[config.mk]
export PLATFORM = sky130hd
export DESIGN_NAME = grid_tile_layout
export DESIGN_NICKNAME = d
export VERILOG_FILES = /design/src/hdl/gtl_pkg.sv /design/src/hdl/grid_tile_layout.sv /design/src/hdl/gtl_div.sv /design/src/hdl/gtl_ctrl.sv /design/src/hdl/gtl_dp.sv
export SDC_FILE = /design/constraint.sdc
export NUM_CORES = 2
export LEC_CHECK = 0
export ABC_CLOCK_PERIOD_IN_PS = 21600
export BUFFER_PORTS_ARGS = -buffer_cell sky130_fd_sc_hd__buf_2
export CELL_PAD_IN_SITES_DETAIL_PLACEMENT = 0
export CELL_PAD_IN_SITES_GLOBAL_PLACEMENT = 1
export CORE_MARGIN = 10
export CORE_UTILIZATION = 54
export CTS_CLUSTER_SIZE = 40
export DETAILED_ROUTE_END_ITERATION = 10
export PLACE_DENSITY = 0.95
export SLEW_MARGIN = 20
export SYNTH_ARGS = -nofsm -noshare
export SYNTH_HDL_FRONTEND = slang
export SYNTH_SLANG_ARGS = --single-unit
export TNS_END_PERCENT = 100
[constraint.sdc]
create_clock -name i_clk -period 21.6 [get_ports i_clk]
set_input_delay 1.08 -clock i_clk [delete_from_list [all_inputs] [get_ports i_clk]]
set_output_delay 1.08 -clock i_clk [all_outputs]
set_load 0.02 [all_outputs]
[src/hdl/gtl_pkg.sv]
// Package for the grid tile layout block: shared types and constants.
// No dependencies.
`timescale 1ns / 1ps
`default_nettype none
package gtl_pkg;

    // Controller states
    typedef enum logic [3:0] {
        t_s_idle,
        t_s_grid,
        t_s_div_h,
        t_s_div_w,
        t_s_check,
        t_s_div_rs,
        t_s_div_ci,
        t_s_mul,
        t_s_out,
        t_s_wait
    } t_state;

    // Divider operand select
    typedef enum logic [1:0] {
        t_div_cell_h,
        t_div_cell_w,
        t_div_resplit,
        t_div_index
    } t_div_sel;

    // Commands from controller to datapath
    typedef struct packed {
        logic     grid_step;
        logic     div_start;
        t_div_sel div_sel;
        logic     load_cell_h;
        logic     load_cell_w;
        logic     load_colrow;
        logic     mul_step;
        logic     load_out;
        logic     advance;
    } t_cmd;

    // Status from datapath to controller
    typedef struct packed {
        logic grid_done;
        logic div_done;
        logic tile_ok;
        logic resplit;
    } t_status;

    // Register indexes
    localparam logic [2:0] REG_AREA_X = 3'd0;
    localparam logic [2:0] REG_AREA_Y = 3'd1;
    localparam logic [2:0] REG_AREA_W = 3'd2;
    localparam logic [2:0] REG_AREA_H = 3'd3;
    localparam logic [2:0] REG_COUNT  = 3'd4;

endpackage
`default_nettype wire

[src/hdl/grid_tile_layout.sv]
// Top level of the grid tile layout block: APB registers, controller, datapath.
// Depends on gtl_pkg, gtl_ctrl, gtl_dp.
`timescale 1ns / 1ps
`default_nettype none
// Each item is one window; items are taken one at a time. A tiled window
// goes from acceptance in the idle state through a check state, one
// divide for the index split, a multiply state and the output load, and
// back to idle, which takes the next item. When the short last row is
// re-split, a second divide comes before the index split. An item with
// first set first runs the column search, trying column counts in turn
// until their square reaches the window count (8 columns for 64 windows),
// and two divides for the cell height and width. Minimized windows, and
// windows that get no tile, go from the check state back to idle with no
// result. An untaken result holds the block until the output register frees.
module grid_tile_layout
    import gtl_pkg::*;
#(
    parameter int MAX_WINDOWS = 64,
    parameter int COORD_BITS  = 12
) (
    input  wire         i_clk,
    input  wire         i_rst_n,
    input  wire         psel,
    input  wire         penable,
    input  wire         pwrite,
    input  wire [4:0]   paddr,
    input  wire [31:0]  pwdata,
    output logic [31:0] prdata,
    output logic        pready,
    input  wire         i_valid,
    output logic        o_ready,
    input  wire         i_first,
    input  wire         i_minimized,
    output logic        o_valid,
    input  wire         i_ready,
    output logic [11:0] o_win_x,
    output logic [11:0] o_win_y,
    output logic [11:0] o_win_w,
    output logic [11:0] o_win_h,
    output logic        o_has_border,
    output logic [11:0] o_border_x,
    output logic [11:0] o_border_y,
    output logic [11:0] o_border_len,
    output logic        o_junction,
    output logic        o_last
);
    logic [11:0] r_area_x, r_area_y, r_area_w, r_area_h;
    logic [6:0]  r_count;
    logic        r_valid;
    logic        w_out_free;
    t_cmd        w_cmd;
    t_status     w_status;
    logic [2:0]  w_reg;

    assign pready = 1'b1;
    assign w_reg  = paddr[4:2];

    // Register writes
    always_ff @(posedge i_clk) begin
        if (!i_rst_n) begin
            r_area_x <= 12'd0;
            r_area_y <= 12'd1;
            r_area_w <= 12'd80;
            r_area_h <= 12'd24;
            r_count  <= 7'd0;
        end else if (psel && penable && pwrite) begin
            case (w_reg)
                REG_AREA_X: r_area_x <= pwdata[11:0];
                REG_AREA_Y: r_area_y <= pwdata[11:0];
                REG_AREA_W: r_area_w <= pwdata[11:0];
                REG_AREA_H: r_area_h <= pwdata[11:0];
                REG_COUNT:  r_count  <= pwdata[6:0];
                default: ;
            endcase
        end
    end

    // Register reads
    always_comb begin
        case (w_reg)
            REG_AREA_X: prdata = {20'd0, r_area_x};
            REG_AREA_Y: prdata = {20'd0, r_area_y};
            REG_AREA_W: prdata = {20'd0, r_area_w};
            REG_AREA_H: prdata = {20'd0, r_area_h};
            REG_COUNT:  prdata = {25'd0, r_count};
            default:    prdata = 32'd0;
        endcase
    end

    // Output valid: set on load, drop when taken
    assign w_out_free = !r_valid || i_ready;
    always_ff @(posedge i_clk) begin
        if (!i_rst_n) begin
            r_valid <= 1'b0;
        end else if (w_cmd.load_out) begin
            r_valid <= 1'b1;
        end else if (i_ready) begin
            r_valid <= 1'b0;
        end
    end
    assign o_valid = r_valid;

    gtl_ctrl u_ctrl (
        .i_clk       (i_clk),
        .i_rst_n     (i_rst_n),
        .i_valid     (i_valid),
        .i_first     (i_first),
        .i_minimized (i_minimized),
        .i_out_free  (w_out_free),
        .i_status    (w_status),
        .o_ready     (o_ready),
        .o_cmd       (w_cmd)
    );

    gtl_dp #(
        .MAX_WINDOWS (MAX_WINDOWS),
        .COORD_BITS  (COORD_BITS)
    ) u_dp (
        .i_clk        (i_clk),
        .i_rst_n      (i_rst_n),
        .i_cmd        (w_cmd),
        .i_area_x     (r_area_x),
        .i_area_y     (r_area_y),
        .i_area_w     (r_area_w),
        .i_area_h     (r_area_h),
        .i_count      (r_count),
        .o_status     (w_status),
        .o_win_x      (o_win_x),
        .o_win_y      (o_win_y),
        .o_win_w      (o_win_w),
        .o_win_h      (o_win_h),
        .o_has_border (o_has_border),
        .o_border_x   (o_border_x),
        .o_border_y   (o_border_y),
        .o_border_len (o_border_len),
        .o_junction   (o_junction),
        .o_last       (o_last)
    );
endmodule
`default_nettype wire

[src/hdl/gtl_div.sv]
// Iterative restoring divider, one quotient bit per cycle.
// Depends on nothing outside this file.
`timescale 1ns / 1ps
`default_nettype none
module gtl_div #(
    parameter int W = 12
) (
    input  wire          i_clk,
    input  wire          i_rst_n,
    input  wire          i_start,
    input  wire [W-1:0]  i_num,
    input  wire [W-1:0]  i_den,
    output logic         o_done,
    output logic [W-1:0] o_quo,
    output logic [W-1:0] o_rem
);
    localparam int CW = $clog2(W + 1);

    logic [W-1:0]  r_quo, n_quo;
    logic [W-1:0]  r_rem, n_rem;
    logic [W-1:0]  r_den;
    logic [CW-1:0] r_cnt, n_cnt;
    logic          r_busy, n_busy;
    logic [W:0]    w_trial;

    // One shift-subtract step
    always_comb begin
        w_trial = {r_rem, r_quo[W-1]};
        n_quo   = {r_quo[W-2:0], 1'b0};
        n_rem   = w_trial[W-1:0];
        n_cnt   = r_cnt;
        n_busy  = r_busy;
        if (r_busy) begin
            if (w_trial >= {1'b0, r_den}) begin
                n_rem    = W'(w_trial - {1'b0, r_den});
                n_quo[0] = 1'b1;
            end
            n_cnt = r_cnt - CW'(1);
            if (r_cnt == CW'(1)) begin
                n_busy = 1'b0;
            end
        end else begin
            n_quo = r_quo;
            n_rem = r_rem;
        end
    end

    always_ff @(posedge i_clk) begin
        if (!i_rst_n) begin
            r_busy <= 1'b0;
            r_cnt  <= '0;
        end else if (i_start) begin
            r_busy <= 1'b1;
            r_cnt  <= CW'(W);
        end else begin
            r_busy <= n_busy;
            r_cnt  <= n_cnt;
        end
    end

    always_ff @(posedge i_clk) begin
        if (i_start) begin
            r_quo <= i_num;
            r_rem <= '0;
            r_den <= i_den;
        end else begin
            r_quo <= n_quo;
            r_rem <= n_rem;
        end
    end

    // Done depends on state only, so a start may follow it in the same cycle
    assign o_done = !r_busy;
    assign o_quo  = r_quo;
    assign o_rem  = r_rem;
endmodule
`default_nettype wire

[src/hdl/gtl_ctrl.sv]
// Controller state machine for the grid tile layout block.
// Depends on gtl_pkg.
`timescale 1ns / 1ps
`default_nettype none
module gtl_ctrl
    import gtl_pkg::*;
(
    input  wire      i_clk,
    input  wire      i_rst_n,
    input  wire      i_valid,
    input  wire      i_first,
    input  wire      i_minimized,
    input  wire      i_out_free,
    input  t_status  i_status,
    output logic     o_ready,
    output t_cmd     o_cmd
);
    t_state r_state, n_state;
    logic   r_min;

    always_ff @(posedge i_clk) begin
        if (!i_rst_n) begin
            r_state <= t_s_idle;
        end else begin
            r_state <= n_state;
        end
    end

    // Remember the minimized flag of the item in work
    always_ff @(posedge i_clk) begin
        if (r_state == t_s_idle && i_valid) begin
            r_min <= i_minimized;
        end
    end

    // Next state
    always_comb begin
        n_state = r_state;
        case (r_state)
            t_s_idle: begin
                if (i_valid) begin
                    n_state = i_first ? t_s_grid : t_s_check;
                end
            end
            t_s_grid: begin
                if (i_status.grid_done) begin
                    n_state = t_s_div_h;
                end
            end
            t_s_div_h: begin
                if (i_status.div_done) begin
                    n_state = t_s_div_w;
                end
            end
            t_s_div_w: begin
                if (i_status.div_done) begin
                    n_state = t_s_check;
                end
            end
            t_s_check: begin
                if (r_min || !i_status.tile_ok) begin
                    n_state = t_s_idle;
                end else if (i_status.resplit) begin
                    n_state = t_s_div_rs;
                end else begin
                    n_state = t_s_div_ci;
                end
            end
            t_s_div_rs: begin
                if (i_status.div_done) begin
                    n_state = t_s_div_ci;
                end
            end
            t_s_div_ci: begin
                if (i_status.div_done) begin
                    n_state = t_s_mul;
                end
            end
            t_s_mul:  n_state = t_s_out;
            t_s_out:  n_state = i_out_free ? t_s_idle : t_s_wait;
            t_s_wait: n_state = i_out_free ? t_s_idle : t_s_wait;
            default:  n_state = t_s_idle;
        endcase
    end

    // Outputs
    always_comb begin
        o_cmd   = '0;
        o_ready = 1'b0;
        case (r_state)
            t_s_idle: begin
                o_ready = 1'b1;
                o_cmd.grid_step = i_valid && i_first;
            end
            t_s_grid: begin
                o_cmd.grid_step = !i_status.grid_done;
                if (i_status.grid_done) begin
                    o_cmd.div_start = 1'b1;
                    o_cmd.div_sel   = t_div_cell_h;
                end
            end
            t_s_div_h: begin
                o_cmd.div_sel = t_div_cell_h;
                if (i_status.div_done) begin
                    o_cmd.load_cell_h = 1'b1;
                    o_cmd.div_start   = 1'b1;
                    o_cmd.div_sel     = t_div_cell_w;
                end
            end
            t_s_div_w: begin
                o_cmd.div_sel = t_div_cell_w;
                o_cmd.load_cell_w = i_status.div_done;
            end
            t_s_check: begin
                if (!r_min && i_status.tile_ok) begin
                    o_cmd.div_start = 1'b1;
                    o_cmd.div_sel   = i_status.resplit ? t_div_resplit : t_div_index;
                end
            end
            t_s_div_rs: begin
                o_cmd.div_sel = t_div_resplit;
                if (i_status.div_done) begin
                    o_cmd.load_cell_w = 1'b1;
                    o_cmd.div_start   = 1'b1;
                    o_cmd.div_sel     = t_div_index;
                end
            end
            t_s_div_ci: begin
                o_cmd.div_sel = t_div_index;
                o_cmd.load_colrow = i_status.div_done;
            end
            t_s_mul: o_cmd.mul_step = 1'b1;
            t_s_out: begin
                o_cmd.load_out = i_out_free;
                o_cmd.advance  = i_out_free;
            end
            t_s_wait: begin
                o_cmd.load_out = i_out_free;
                o_cmd.advance  = i_out_free;
            end
            default: o_cmd = '0;
        endcase
    end
endmodule
`default_nettype wire

[src/hdl/gtl_dp.sv]
// Datapath for the grid tile layout block: grid search, divider, tile math.
// Depends on gtl_pkg and gtl_div.
`timescale 1ns / 1ps
`default_nettype none
module gtl_dp
    import gtl_pkg::*;
#(
    parameter int MAX_WINDOWS = 64,
    parameter int COORD_BITS  = 12
) (
    input  wire                  i_clk,
    input  wire                  i_rst_n,
    input  t_cmd                 i_cmd,
    input  wire [11:0]           i_area_x,
    input  wire [11:0]           i_area_y,
    input  wire [11:0]           i_area_w,
    input  wire [11:0]           i_area_h,
    input  wire [6:0]            i_count,
    output t_status              o_status,
    output logic [11:0]          o_win_x,
    output logic [11:0]          o_win_y,
    output logic [11:0]          o_win_w,
    output logic [11:0]          o_win_h,
    output logic                 o_has_border,
    output logic [11:0]          o_border_x,
    output logic [11:0]          o_border_y,
    output logic [11:0]          o_border_len,
    output logic                 o_junction,
    output logic                 o_last
);
    localparam int NB = $clog2(MAX_WINDOWS + 1) > 7 ? $clog2(MAX_WINDOWS + 1) : 7;
    localparam int DW = 12;
    localparam int SW = 26;

    logic [NB-1:0] w_n;
    logic [3:0]    r_cols, r_rows;
    logic [4:0]    r_c;
    logic [NB-1:0] r_idx;
    logic [11:0]   r_cell_w, r_cell_h;
    logic [11:0]   r_col, r_row;
    logic [11:0]   r_rem;
    logic [SW-1:0] r_x, r_y, r_nwr, r_nhr, r_nwc;
    logic [DW-1:0] w_num, w_den, w_quo, w_rmd;
    logic          w_div_done;

    // Saturate the window count
    assign w_n = ({{(NB-7){1'b0}}, i_count} > NB'(MAX_WINDOWS)) ?
                 NB'(MAX_WINDOWS) : {{(NB-7){1'b0}}, i_count};

    // Grid search: grow c until c*c reaches n
    always_ff @(posedge i_clk) begin
        if (!i_rst_n) begin
            r_c    <= '0;
            r_cols <= '0;
            r_rows <= '0;
            r_idx  <= '0;
        end else begin
            if (i_cmd.grid_step) begin
                if (o_status.grid_done) begin
                    r_c <= '0;
                end else begin
                    r_c <= r_c + 5'd1;
                end
            end
            if (o_status.grid_done && i_cmd.div_start &&
                i_cmd.div_sel == t_div_cell_h) begin
                r_cols <= r_c[3:0];
                r_rows <= (r_c != 5'd0 && 10'((r_c - 5'd1) * r_c) >= 10'(w_n)) ?
                          4'(r_c - 5'd1) : r_c[3:0];
                r_idx  <= '0;
                r_c    <= '0;
            end
            if (i_cmd.advance) begin
                r_idx <= r_idx + NB'(1);
            end
        end
    end

    logic [4:0] w_rows_new;
    assign w_rows_new = (r_c != 5'd0 && 10'((r_c - 5'd1) * r_c) >= 10'(w_n)) ?
                        (r_c - 5'd1) : r_c;

    assign o_status.grid_done = 10'(r_c * r_c) >= 10'(w_n);

    // Start index of the last row (rows*cols - cols) and last-window flag
    logic [NB-1:0] w_lrs;
    logic          w_last_i;
    assign w_lrs    = NB'(r_rows * r_cols) - NB'(r_cols);
    assign w_last_i = (r_idx == w_n - NB'(1));

    // Divider operands
    always_comb begin
        case (i_cmd.div_sel)
            t_div_cell_h: begin
                w_num = i_area_h;
                w_den = (w_rows_new == 5'd0) ? DW'(1) : DW'(w_rows_new);
            end
            t_div_cell_w: begin
                w_num = i_area_w;
                w_den = (r_cols == 4'd0) ? DW'(1) : DW'(r_cols);
            end
            t_div_resplit: begin
                w_num = i_area_w;
                w_den = DW'(w_n - r_idx);
            end
            t_div_index: begin
                w_num = DW'(r_idx);
                w_den = DW'(r_cols);
            end
            default: begin
                w_num = '0;
                w_den = DW'(1);
            end
        endcase
    end

    gtl_div #(.W(DW)) u_div (
        .i_clk   (i_clk),
        .i_rst_n (i_rst_n),
        .i_start (i_cmd.div_start),
        .i_num   (w_num),
        .i_den   (w_den),
        .o_done  (w_div_done),
        .o_quo   (w_quo),
        .o_rem   (w_rmd)
    );
    assign o_status.div_done = w_div_done;

    // n mod cols: n - cols*(n/cols) via small loop-free compare (n < 17*cols, cols<=15)
    logic [11:0] w_nrem;
    always_comb begin
        w_nrem = '0;
        for (int k = 0; k < 17; k++) begin
            if (r_cols != 4'd0 && 12'(w_n) >= 12'(k * r_cols) &&
                12'(w_n) < 12'((k + 1) * r_cols)) begin
                w_nrem = 12'(w_n) - 12'(k * r_cols);
            end
        end
    end

    assign o_status.tile_ok = (r_cols != 4'd0) && (r_idx < w_n);
    assign o_status.resplit = (r_rows > 4'd1) && (r_idx == w_lrs) &&
                              (12'(w_n - r_idx) <= w_nrem);

    // Cell size and index split
    always_ff @(posedge i_clk) begin
        if (!i_rst_n) begin
            r_cell_w <= '0;
            r_cell_h <= '0;
        end else begin
            if (i_cmd.load_cell_h) r_cell_h <= w_quo;
            if (i_cmd.load_cell_w) r_cell_w <= w_quo;
        end
    end

    always_ff @(posedge i_clk) begin
        if (i_cmd.load_colrow) begin
            r_col <= w_rmd;
            r_row <= w_quo;
            r_rem <= w_nrem;
        end
    end

    // Products, one register stage
    always_ff @(posedge i_clk) begin
        if (i_cmd.mul_step) begin
            r_x   <= SW'(r_col * r_cell_w) + SW'(i_area_x);
            r_y   <= SW'(r_row * r_cell_h) + SW'(i_area_y);
            r_nhr <= SW'(r_cell_h * r_rows);
            r_nwr <= SW'(r_cell_w * r_rem);
            r_nwc <= SW'(r_cell_w * r_cols);
        end
    end

    // Tile fields
    logic              w_border, w_plus, w_ah_on, w_aw_rem, w_aw_col;
    logic signed [SW:0] w_h, w_w;
    logic [11:0]       w_col1;
    assign w_border = (r_col != 12'd0);
    assign w_ah_on  = (12'(r_idx) >= 12'(r_cols * (r_rows - 4'd1)));
    assign w_aw_rem = (r_rows > 4'd1) && w_last_i && (r_rem > 12'd1);
    assign w_col1   = r_col + 12'd1;
    assign w_aw_col = (w_col1 == 12'(r_cols));
    assign w_plus   = !((12'(r_idx) <= 12'(r_cols)) ||
                        ((r_idx >= w_lrs) && (r_rem != 12'd0) &&
                         ((12'(r_cols) - r_rem) % 2 != 0)));

    always_comb begin
        w_h = $signed({1'b0, SW'(r_cell_h)});
        if (w_ah_on) begin
            w_h = $signed({1'b0, SW'(r_cell_h)}) + $signed({1'b0, SW'(i_area_h)})
                  - $signed({1'b0, r_nhr});
        end
        w_w = $signed({1'b0, SW'(r_cell_w)});
        if (w_aw_rem) begin
            w_w = w_w + $signed({1'b0, SW'(i_area_w)}) - $signed({1'b0, r_nwr});
        end else if (w_aw_col) begin
            w_w = w_w + $signed({1'b0, SW'(i_area_w)}) - $signed({1'b0, r_nwc});
        end
        if (w_border) begin
            w_w = w_w - (SW+1)'(1);
        end
    end

    logic [11:0] w_hc, w_wc;
    assign w_hc = w_h[SW] ? 12'd0 : w_h[11:0];
    assign w_wc = w_w[SW] ? 12'd0 : w_w[11:0];

    // Output register
    always_ff @(posedge i_clk) begin
        if (i_cmd.load_out) begin
            o_win_x      <= 12'(COORD_BITS'(r_x + SW'(w_border)));
            o_win_y      <= 12'(COORD_BITS'(r_y));
            o_win_w      <= w_wc;
            o_win_h      <= w_hc;
            o_has_border <= w_border;
            o_border_x   <= w_border ? 12'(COORD_BITS'(r_x)) : 12'd0;
            o_border_y   <= w_border ? 12'(COORD_BITS'(r_y - SW'(1))) : 12'd0;
            o_border_len <= w_border ? w_hc : 12'd0;
            o_junction   <= w_border && w_plus;
            o_last       <= w_last_i;
        end
    end
endmodule
`default_nettype wire
==> summary.md <==
| Metric | Value |
|---|---|
| CTS tree | done |
| Area leader, netlist | edfxtp_1 |
| Most flops, register | u_dp.r_nwr |
| DPL Wire Length | 82.2 mm |
| Internal power | 0.00162 W |
| Worst skew pair latency | 570 ps |
| Max reg flops | 24 |
| Die width | 288 µm |
| Net switching fraction of the power | 40.4% |
| RSZ-0062 raised after global routing | false |
| Port bufs | 124 |
| Most frequent cells in the layout | inv_1 (520), nand2_1 (477), ha_1 (465) |
| CP Launch Point | u_dp.r_cols[0] |
| Class of the tightest hold or removal check | register to register |
| Final GP Congestion | 0.997 |
| Combinational Power Share | 43.9% |
| Via count | 31400 |
| Final hold vios | 0 |
| Finished Layout Cells | 5365 |
| Placed Cells | 5297 |
| CTS Hold Buffers Added | 0 |
| Outcome | completed |
| Vias in the first global route | 31300 |
| Crit. End Element | register |
| Reg2Reg Launch Point | u_dp.r_cols[0] |
| Clk pwr share | 23.0% |
| Synth warnings | 0 |
| DR iter-0 viols | 2467 |
| Slew at the pin closest to its max-slew limit | 1140 ps |
| Die height | 288 µm |
| Num Clock Sinks | 342 |
| Global route overflow | 0 |
| Leakage Power | 19.2 nW |
| Final setup fails | 0 |
| Max IR drop VDD | 0.0000628 V |
| CP required | 21900 ps |
| H-tree Lvls | 2 |
| Clk pin slew, worst setup/hold paths | 60 ps |
| Setup Crit Path Kind | register to register |
| Max Buffers Root-to-Sink | 3 |
| Buf/Inv on CP | 4 |
| Die area | 82900 µm² |
| Starting Density | 54.3% |
| Placed inst area | 40300 µm² |
| # IOs | 168 |
| Pwr dens | 65.8 nW/µm² |
| Slowest stage delay, CP | 1040 ps |
| Netlist cell types | 89 |
| Main synth FF type | edfxtp_1 |
| Critical path's top delay family | compound AO/OA/AOI/OAI gates |
| Post-Route WL | 107 mm |
| First-pass GRT wire length | 171 mm |
| Yosys top cell area share | 17.1% |
| CP arrival | 9980 ps |
| Ratio of cells with drive above 1 in the final layout | 6.66% |
| Top Registers | u_dp.r_nwr (24), u_dp.r_nhr (16), u_dp.r_nwc (16) |
| Post-cts resize count | 0 |
| Switching power | 0.00110 W |
| Synthesized area | 38800 µm² |
| EDFF count, synth | 221 |
| Yosys reg bits | 342 |
| Critical-path top delay cell | a2111oi_0 |
| Slew headroom | 22.1% |
| Crit start category | register |
| Largest net degree at the start of global routing | 73 |
| Fin crit share | 44.8% |
| Num rows | 98 |
| Hold Slack | 479 ps |
| Commonest non-fill, non-tap cell in the layout | inv_1 |
| WL/cell | 19.9 µm |
| CTS Buf Count | 37 |
| R2r setup slk | 11920 ps |
| # Post-CTS Setup Buffers | 0 |
| Ys async rst share | 0% |
| Design area | 41500 µm² |
| Setup TNS | 0 ps |
| Worst Skew | 18.5 ps |
| Hold_sp | u_dp.r_y[11] |
| Synthesized area per cell | 8.95 µm² |
| Initial antenna violation count | 6 |
| Slew Viols, Final | 0 |
| Max Freq | 0.103 GHz |
| Post-DRT Antenna Nets | 0 |
| Seq pwr share | 33.1% |
| Syn Inst Count | 4335 |
| Area Growth Syn to Fin | 6.89% |
| Clock root buffer | clkbuf_16 |
| Nets | 5194 |
| Synth top area cells | edfxtp_1 (17%), fa_1 (15%), ha_1 (15%), dfxtp_1 (6.2%), inv_1 (5.1%) |
| Vias/cell | 5.85 |
| Core ar. | 71400 µm² |
| CP max FO | 24 |
| Max Cap Viol | 0 |
| Min cycle time layout | 9680 ps |
| Post-synthesis sequential area ratio | 23.4% |
| Gr usage total | 25.7% |
| Drt first pass iters | 5 |
| DRC viols | 0 |
-- per-layer routing --
| layer | wire length (µm) | share of wire (%) | global-route usage (%) |
|---|---|---|---|
| met1 | 44300 | 41 | 33.5 |
| met2 | 50900 | 48 | 43.3 |
| met3 | 7620 | 7.1 | 3.41 |
| met4 | 4060 | 3.8 | 9.53 |
| met5 | 61 | 0.057 | 0 |
-- final cells by class --
class | count | area (µm²)
multi-input cells | 3306 | 27100
diodes | 1 | 2.50
inverters | 526 | 1980
fillers | 6317 | 29900
well taps | 950 | 1190
clock buffers | 53 | 1060
flip-flops and latches | 342 | 9060
repair buffers | 173 | 988
clock inverters | 14 | 118
-- Yosys cell counts, types with 15 or more instances --
cell / n
buf_4: 22
nor2_1: 275
o21ai_0: 150
mux2_2: 17
nor4_1: 21
nor3_1: 75
a31oi_1: 25
fa_1: 297
edfxtp_1: 221
and2_1: 173
xor2_1: 82
clkbuf_1: 146
mux2i_1: 69
nand3_1: 66
dfxtp_1: 121
o31ai_1: 16
a22oi_1: 16
a221oi_1: 15
o211ai_1: 26
xnor2_1: 199
o21a_1: 45
nor2b_1: 47
a21oi_1: 224
and3_1: 21
nand4_1: 25
nand2_1: 477
nand2b_1: 55
a21o_1: 81
a211oi_1: 30
o22ai_1: 21
ha_1: 465
o21bai_1: 39
or3_1: 29
inv_1: 522
-- power groups by stage --
stage               Combinational (W)  Sequential, W  Clock, W
CTS                           0.00119       0.000902  0.000634
global route                  0.00135       0.000911  0.000658
floorplan                    0.000938       0.000849         0
finish                        0.00120       0.000904  0.000627
detailed placement            0.00118       0.000916         0
global placement              0.00116       0.000913         0
-- logic make-up after synthesis --
logic type	Yosys count	share of synthesized area, %
multiplexers	91	2.57
AND/OR/NAND/NOR	1326	16.4
other	2	0.0194
AO/OA/AOI/OAI	818	13.9
buffers and inverters	713	7.15
flip-flops	342	23.4
XOR/XNOR	281	6.35
adder cells (fa/ha/maj)	762	30.3
-- path summary, 6_finish.rpt --
kind                                             end  cells after the start
worst max-delay path            u_dp.u_div.o_quo[10]                     27
worst max register to register  u_dp.u_div.o_quo[10]                     27
worst min register to register      u_dp.o_win_y[11]                      0
worst min-delay path                u_dp.o_win_y[11]                      0
-- per-stage QoR --
step           power (W)  util, %  setup slack [ps]
6_report         0.00273     58.1             11920
5_1_grt          0.00292     58.1             11370
4_1_cts          0.00273     58.1             12220
3_5_place_dp     0.00210     56.4             12290
3_3_place_gp     0.00207     56.4             12330
2_1_floorplan    0.00179        -             14380
No activity file was read; power rests on OpenSTA's default activity.
